===== src/rtl/core/rvie_pkg.sv =====
// Shared types, constants and a helper function for the register machine execute core.
package rvie_pkg;

	localparam int unsigned SLOT_COUNT_DEF = 128;
	localparam int unsigned CODE_DEPTH_DEF = 1024;
	localparam int unsigned DATA_W = 64;
	localparam int unsigned SLOT_FIELD_W = 7;
	localparam int unsigned ADDR_FIELD_W = 10;
	localparam int unsigned REM_W = 17;
	localparam int unsigned REC_SH = 2 * ADDR_FIELD_W;

	typedef enum logic [2:0] {
		MODE_SET     = 3'd0,
		MODE_ADD     = 3'd1,
		MODE_PRINT   = 3'd2,
		MODE_GE      = 3'd3,
		MODE_JUMP_IF = 3'd4,
		MODE_JUMP    = 3'd5
	} mode_t;

	typedef struct packed {
		logic [2:0]                mode;
		logic [SLOT_FIELD_W-1:0]   first_slot;
		logic [SLOT_FIELD_W-1:0]   second_slot;
		logic [SLOT_FIELD_W-1:0]   dest_slot;
		logic signed [DATA_W-1:0]  immediate;
		logic [ADDR_FIELD_W-1:0]   jump_target;
	} instr_t;

	typedef struct packed {
		logic [ADDR_FIELD_W-1:0]   next_address;
		logic                      print_valid;
		logic signed [DATA_W-1:0]  print_value;
	} result_t;

	typedef struct packed {
		logic wr_en;
		logic print_valid;
	} alu_ctl_t;

	// Remainder of a narrow field by an elaboration-time constant. The quotient comes
	// from a multiplication by the rounded-up reciprocal of the divisor scaled by
	// 2^REC_SH, which is exact for every value that the field can hold. A divisor
	// above the field range leaves the field as it is.
	function automatic logic [ADDR_FIELD_W-1:0] rem_const(input logic [ADDR_FIELD_W-1:0] raw,
		input logic [REM_W-1:0] divisor, input logic [REC_SH-1:0] recip);
		logic [ADDR_FIELD_W+REC_SH-1:0] prod;
		logic [ADDR_FIELD_W-1:0]        quo;
		logic [ADDR_FIELD_W+REM_W-1:0]  back;
		prod = {{REC_SH{1'b0}}, raw} * {{ADDR_FIELD_W{1'b0}}, recip};
		quo  = prod[ADDR_FIELD_W+REC_SH-1:REC_SH];
		back = {{REM_W{1'b0}}, quo} * {{ADDR_FIELD_W{1'b0}}, divisor};
		if (divisor >= REM_W'(1 << ADDR_FIELD_W)) begin
			return raw;
		end
		return raw - back[ADDR_FIELD_W-1:0];
	endfunction

endpackage


===== src/rtl/core/rvie_alu.sv =====
// Execute logic: slot arithmetic, compare, print selection and next address.
module rvie_alu #(
	parameter int unsigned CODE_DEPTH = rvie_pkg::CODE_DEPTH_DEF,
	parameter int unsigned AW = $clog2(CODE_DEPTH)
) (
	input  logic [2:0]                          mode,
	input  logic [rvie_pkg::DATA_W-1:0]         opa,
	input  logic [rvie_pkg::DATA_W-1:0]         opb,
	input  logic [rvie_pkg::DATA_W-1:0]         imm,
	input  logic [AW-1:0]                       target,
	input  logic [AW-1:0]                       cur_addr,
	output rvie_pkg::alu_ctl_t                  ctl,
	output logic [rvie_pkg::DATA_W-1:0]         wr_data,
	output logic [rvie_pkg::DATA_W-1:0]         print_value,
	output logic [AW-1:0]                       next_addr
);

	logic [AW:0]   inc;
	logic [AW-1:0] seq_addr;

	assign inc      = {1'b0, cur_addr} + {{AW{1'b0}}, 1'b1};
	assign seq_addr = (inc == (AW+1)'(CODE_DEPTH)) ? '0 : inc[AW-1:0];

	always_comb begin
		ctl         = '0;
		wr_data     = '0;
		print_value = '0;
		next_addr   = seq_addr;
		case (mode)
			rvie_pkg::MODE_SET: begin
				ctl.wr_en = 1'b1;
				wr_data   = imm;
			end
			rvie_pkg::MODE_ADD: begin
				ctl.wr_en = 1'b1;
				wr_data   = opa + opb;
			end
			rvie_pkg::MODE_PRINT: begin
				ctl.print_valid = 1'b1;
				print_value     = opa;
			end
			rvie_pkg::MODE_GE: begin
				ctl.wr_en = 1'b1;
				wr_data   = {{(rvie_pkg::DATA_W-1){1'b0}}, ($signed(opa) >= $signed(opb))};
			end
			rvie_pkg::MODE_JUMP_IF: begin
				if (opa != '0) begin
					next_addr = target;
				end
			end
			rvie_pkg::MODE_JUMP: begin
				next_addr = target;
			end
			default: begin
			end
		endcase
	end

endmodule


===== config.mk =====
export PLATFORM = sky130hd
export DESIGN_NAME = rvie_alu
export DESIGN_NICKNAME = d
export VERILOG_FILES = /design/src/rtl/core/rvie_pkg.sv /design/src/rtl/core/rvie_alu.sv
export SDC_FILE = /design/constraint.sdc
export NUM_CORES = 1
export LEC_CHECK = 0
export ABC_AREA = 0
export BUFFER_PORTS_ARGS = -buffer_cell sky130_fd_sc_hd__buf_2
export CORE_MARGIN = 10
export CORE_UTILIZATION = 50
export DETAILED_ROUTE_END_ITERATION = 7
export PLACE_DENSITY = 0.9
export SLEW_MARGIN = 20
export SYNTH_ARGS = -nofsm -noshare
export SYNTH_HDL_FRONTEND = slang
export SYNTH_SLANG_ARGS = --single-unit
export TNS_END_PERCENT = 10

===== constraint.sdc =====
create_clock -name vclk -period 9.1
set_clock_uncertainty 0.05 [all_clocks]
set_input_delay 0.455 -clock vclk [all_inputs]
set_output_delay 0.455 -clock vclk [all_outputs]
set_load 0.03 [all_outputs]

==> metrics.csv, run 1 <==
stage;metric;value;unit
worst_setup_path;Worst Setup Path Type;in2out;
cts;post-CTS resize count;0;
route;TritonRoute pass-1 iters;6;
worst_setup_path;CP Buf/Inv Count;3;
power;leakage;4.70;nW
route;Routed WL;29900;um
floorplan;Core Region;13800;sq um
timing;max frequency;0.211;GHz
cells_and_area;Register Area;0;sq um
placement;Placement Setup Slack;4550;ps
cells_and_area;Final Net Count;1744;
worst_setup_path;crit end category;output port;
run_status;status;finished, final reports clean;
yosys;Simple-Gate Fraction of Synth Area;0.292;
yosys;syn nets;1433;
grt;overall global routing resource usage;0.291;
grt;gr ovfl total;0;
worst_setup_path;Crit. Startpoint;opa[0];
timing;# setup viols final;0;
worst_setup_path;Most common cell on crit path;o21ai_0;
worst_setup_path;Required @ worst endpoint;8600;ps
cells_and_area;final instance area;8780;sq um
yosys;largest family of logic cells by synthesized area;simple AND/OR/NAND/NOR gates;
timing;Total Neg Setup Slack;0;ps
floorplan;die footprint;19000;sq um
cells_and_area;FF+latch count;0;
cells_and_area;Syn-to-layout area delta;26.1;%
yosys;Post-Synth XOR/XNOR Area;0.0868;
placement;Placer Congestion;1.03;
timing;final hold violations;0;
worst_setup_path;Slowest-stage cell, CP;o21ai_0;
route;vias per cell;5.78;
grt;global-route wire length before repair;45900;um
yosys;adder and majority gate portion of the synthesized area;0.233;
timing;Final period util;0.521;
cells_and_area;number of clock-tree buffers in the layout;0;
grt;vias in the first global route;9065;
yosys;Gate Count Post-Synth;1089;
cts;postcts setup bufs;0;
placement;dpl hpwl;26200;um
floorplan;Die W;138;um
yosys;Avg Inst Size Synth;6.39;sq um
route;Iter 0 DRT Violations;833;
timing;Final WS setup;4360;ps
power;Max IR drop VDD;0.0000352;V
worst_setup_path;crit path cell chain;buf_2 -> ha_1 -> inv_1 -> fa_1 -> nor2_1 -> o21ai_0 -> a311oi_1 -> o21ai_0 -> nand3_1 -> a21oi_1 -> o32ai_1 -> a21boi_0 -> xnor2_1 -> o21ai_0 -> buf_2;
placement;# port buffers;355;
grt;largest net degree at the start of global routing;62;
worst_setup_path;highest cell delay on the worst timing path;620;ps
timing;RSZ-0062 raised after global routing;false;
timing;min Tclk post-route;4740;ps
floorplan;cell row count;43;
yosys;cell area after synthesis;6960;sq um
route;Post-DRT Antenna Nets;0;
timing;Slew HR;0.284;
yosys;mux contribution to synthesized area;0.00162;
min_path;Hold WC Path Type;in2out;
cells_and_area;Filler cells;1325;
route;Residual DRC;0;
min_path;HP Start;imm[29];
yosys;warnings from Yosys;0;
floorplan;Initial Util;0.505;
worst_setup_path;Max Fanout on Critical Path;5;
worst_setup_path;critical path arrival;4240;ps
worst_setup_path;Top delay family on crit path;compound AO/OA/AOI/OAI gates;
yosys;synth unique cells;74;
route;vias;9125;
timing;max-slew violations;0;
cells_and_area;fraction of layout cells with a size suffix above 1;0.272;
worst_setup_path;Setup crit start kind;input port;
power;power per cell area;65.5;nW/um^2
timing;worst-margin pin slew;1070;ps
grt;initial antenna violation count;1;
yosys;Compound-Gate Fraction of Synth Area;0.288;
placement;Post-DP Area;8780;sq um
cells_and_area;Util after Layout;0.637;
floorplan;die height;138;um
route;wire per inst;19.0;um
run;Max Cap Viol;0;
floorplan;Ports;355;
cts;CTS Hold Bufs;0;
yosys;register area share after synthesis;0;
## power by group
part,switching (mW),internal [mW]
sequential,0,0
combinational,0.366,0.210
clock,0,0.0000000148
total,0.366,0.210
## worst min-delay path, delay by kind of cell
| family | cells | cell delay [ps] |
|---|---|---|
| AOI/OAI and AO/OA | 1 | 50 |
| and+or+nand+nor | 1 | 30 |
| buffers and inverters | 2 | 260 |
## layout make-up
class | instances | area [sq um] | area share
multi-input cells | 918 | 6290 | 0.717
repair buffers | 358 | 1800 | 0.205
diodes | 1 | 2.50 | 0.000285
well taps | 180 | 225 | 0.0257
inverters | 122 | 458 | 0.0522
## kinds of logic after synthesis
group,after synthesis
buf+inv,171
simple gates,400
fa+ha+maj,129
mux,1
compound gates,319
xor+xnor,69
## through the flow
stage / power [mW] / hold slack [ps] / instances
finish: 0.575 / 1210 / 1579
global placement: 0.565 / 1210 / 1578
CTS: 0.570 / 1220 / 1578
floorplan: 0.374 / 970 / 1089
detailed placement: 0.567 / 1220 / 1578
global route: 0.626 / 1230 / 1578
## metal layers
layer  vias up  global-route usage  wire, um  share of wire
met4         2              0.0950      1020          0.034
met5         -                   0        13        0.00043
li1       4436                   -         -              -
met3        68              0.0511      2820          0.094
met2       467               0.510     14300           0.48
met1      4152               0.349     11700           0.39
## Yosys cell counts (all sizes together), types with 5 or more instances
| cell | instances | share of area |
|---|---|---|
| nor3 | 32 | 0.024 |
| o211ai | 8 | 0.0086 |
| a21oi | 95 | 0.068 |
| nor2 | 79 | 0.043 |
| nor2b | 18 | 0.016 |
| xnor2 | 56 | 0.070 |
| nand2b | 8 | 0.0072 |
| buf | 6 | 0.0070 |
| o31ai | 13 | 0.014 |
| or3 | 7 | 0.0063 |
| a31oi | 7 | 0.0063 |
| clkbuf | 41 | 0.022 |
| or4 | 5 | 0.0059 |
| o21ai | 97 | 0.070 |
| nand4 | 19 | 0.017 |
| ha | 128 | 0.23 |
| o21bai | 24 | 0.026 |
| inv | 122 | 0.066 |
| o21a | 5 | 0.0054 |
| nand2 | 95 | 0.051 |
| a221oi | 5 | 0.0072 |
| a21o | 13 | 0.014 |
| nor4 | 28 | 0.025 |
| nand3 | 25 | 0.018 |
| a21boi | 8 | 0.0092 |
| xor2 | 13 | 0.016 |
| a211oi | 5 | 0.0054 |
| and2 | 66 | 0.059 |
## path summary, 6_finish.rpt
check	endpoint	slack, ps	cells after the start
worst min-delay path	wr_data[29]	1210	4
worst max-delay path	wr_data[42]	4360	15
## placed cells by master, fill, tap and decap left out, drive strengths merged, types with 13 or more instances in the layout
cell type,count
a21o,13
buf,358
o31ai,13
and2,66
inv,122
nor4,28
o21ai,97
nand4,19
nor2,79
nor2b,18
nand2,95
nor3,32
xnor2,56
o21bai,24
nand3,25
ha,128
a21oi,95
xor2,13
No activity file was read; power rests on OpenSTA's default activity.
==> run 2, diff against run 1 <==
--- a/config.mk
+++ b/config.mk
@@ -8,9 +8,9 @@
 export ABC_AREA = 0
 export BUFFER_PORTS_ARGS = -buffer_cell sky130_fd_sc_hd__buf_2
 export CORE_MARGIN = 10
-export CORE_UTILIZATION = 50
+export CORE_UTILIZATION = 44
 export DETAILED_ROUTE_END_ITERATION = 7
-export PLACE_DENSITY = 0.9
+export PLACE_DENSITY = 0.84
 export SLEW_MARGIN = 20
 export SYNTH_ARGS = -nofsm -noshare
 export SYNTH_HDL_FRONTEND = slang
==> constraint.sdc (replaced) <==
create_clock -name vclk -period 4.2
set_clock_uncertainty 0.05 [all_clocks]
set_input_delay 0.21 -clock vclk [all_inputs]
set_output_delay 0.21 -clock vclk [all_outputs]
set_load 0.03 [all_outputs]
==> run 2 against run 1 <==
Against the previous run: final area grew 0.78%; critical path type unchanged; first-iteration DRC count shrank 9.8%; cell count grew 2.3%; core utilization shrank 6.2 points.
==> metrics.csv, run 2 (same netlist as run 1, synthesis figures left out) <==
stage;metric;value;unit
route;Post-DRT Antenna Nets;0;
floorplan;Ports;355;
floorplan;Core Region;15400;sq um
cells_and_area;FF+latch count;0;
worst_setup_path;Required @ worst endpoint;3940;ps
grt;overall global routing resource usage;0.263;
min_path;Hold WC Path Type;in2out;
route;TritonRoute pass-1 iters;5;
grt;vias in the first global route;8937;
cells_and_area;Filler cells;1543;
cells_and_area;fraction of layout cells with a size suffix above 1;0.273;
worst_setup_path;Setup crit start kind;input port;
route;vias;9182;
cts;post-CTS resize count;0;
grt;global-route wire length before repair;47300;um
timing;final hold violations;0;
run;Max Cap Viol;0;
timing;Slew HR;0.302;
worst_setup_path;critical path arrival;3720;ps
timing;min Tclk post-route;3980;ps
route;wire per inst;18.9;um
floorplan;Die W;146;um
worst_setup_path;Worst Setup Path Type;in2out;
route;vias per cell;5.68;
floorplan;cell row count;45;
grt;gr ovfl total;0;
grt;initial antenna violation count;7;
route;Residual DRC;0;
power;Design Power;1.24;mW
cells_and_area;Syn-to-layout area delta;27.1;%
placement;Placer Congestion;0.944;
timing;Final period util;0.948;
power;leakage;4.72;nW
floorplan;die footprint;21300;sq um
cells_and_area;Register Area;0;sq um
timing;# setup viols final;0;
timing;Final WS setup;218;ps
grt;largest net degree at the start of global routing;62;
placement;# port buffers;355;
run_status;status;finished, final reports clean;
power;Max IR drop VDD;0.0000685;V
power;power per cell area;141;nW/um^2
cells_and_area;number of clock-tree buffers in the layout;0;
timing;worst-margin pin slew;1040;ps
timing;max frequency;0.251;GHz
placement;Placement Setup Slack;368;ps
cells_and_area;Final Net Count;1747;
floorplan;Initial Util;0.453;
cts;postcts setup bufs;0;
route;Iter 0 DRT Violations;751;
worst_setup_path;crit end category;output port;
timing;Hold WS;720;ps
worst_setup_path;Max Fanout on Critical Path;5;
cts;CTS Hold Bufs;0;
timing;max-slew violations;0;
cells_and_area;most frequent cells in the layout;355 x buf_2, 128 x ha_1, 122 x inv_1, 95 x nand2_1, 95 x a21oi_1;
timing;Total Neg Setup Slack;0;ps
timing;RSZ-0062 raised after global routing;false;
placement;dpl hpwl;26400;um
route;Routed WL;30600;um
cells_and_area;most common cell after layout, fill and taps aside;buf_2;
floorplan;die height;146;um
[run 2: changes by cell type in the layout (fill, tap and decap cells not counted), sizes merged]
cell,before,now
buf,358,361
diode,1,4
[run 2: cell type report]
cell class | instances | area, sq um | area share
inverters | 122 | 458 | 0.0518
multi-input cells | 918 | 6290 | 0.711
well taps | 211 | 264 | 0.0298
repair buffers | 361 | 1820 | 0.206
diodes | 4 | 10.0 | 0.00113
[run 2: worst max-delay path, stage by stage]
cell	delay, ps
buf_2	150
ha_1	330
nor2b_1	70
o311ai_1	380
o211ai_1	260
a211oi_1	530
o21ai_0	320
a41o_1	380
a31oi_1	360
o21a_1	210
xnor2_1	170
a22o_1	160
buf_2	200
[run 2: metrics by stage]
| step | utilization | instances | instance area (sq um) |
|---|---|---|---|
| finish | 0.576 | 1616 | 8850 |
| global route | 0.575 | 1615 | 8840 |
| CTS | 0.575 | 1612 | 8840 |
| detailed placement | 0.575 | 1612 | 8840 |
| global placement | 0.575 | 1612 | 8840 |
| floorplan | - | 1089 | 6960 |
[run 2: worst paths after layout]
| kind | end | start | cells after the start | slack, ps |
|---|---|---|---|---|
| max | wr_data[53] | opa[1] | 13 | 220 |
| min | wr_data[40] | imm[40] | 4 | 720 |
[run 2: layer usage]
layer,share of wire,track usage
met1,0.40,0.318
met2,0.48,0.470
met3,0.095,0.0540
met4,0.020,0.0420
met5,0.00085,0
[run 2: power by group]
part | total (mW) | internal (mW) | leakage (nW) | switching, mW
Clock | 0.000000127 | 0.000000127 | 0.0000254 | 0
Sequential | 0 | 0 | 0 | 0
Combinational | 1.24 | 0.458 | 4.72 | 0.787
Total | 1.24 | 0.458 | 4.72 | 0.787
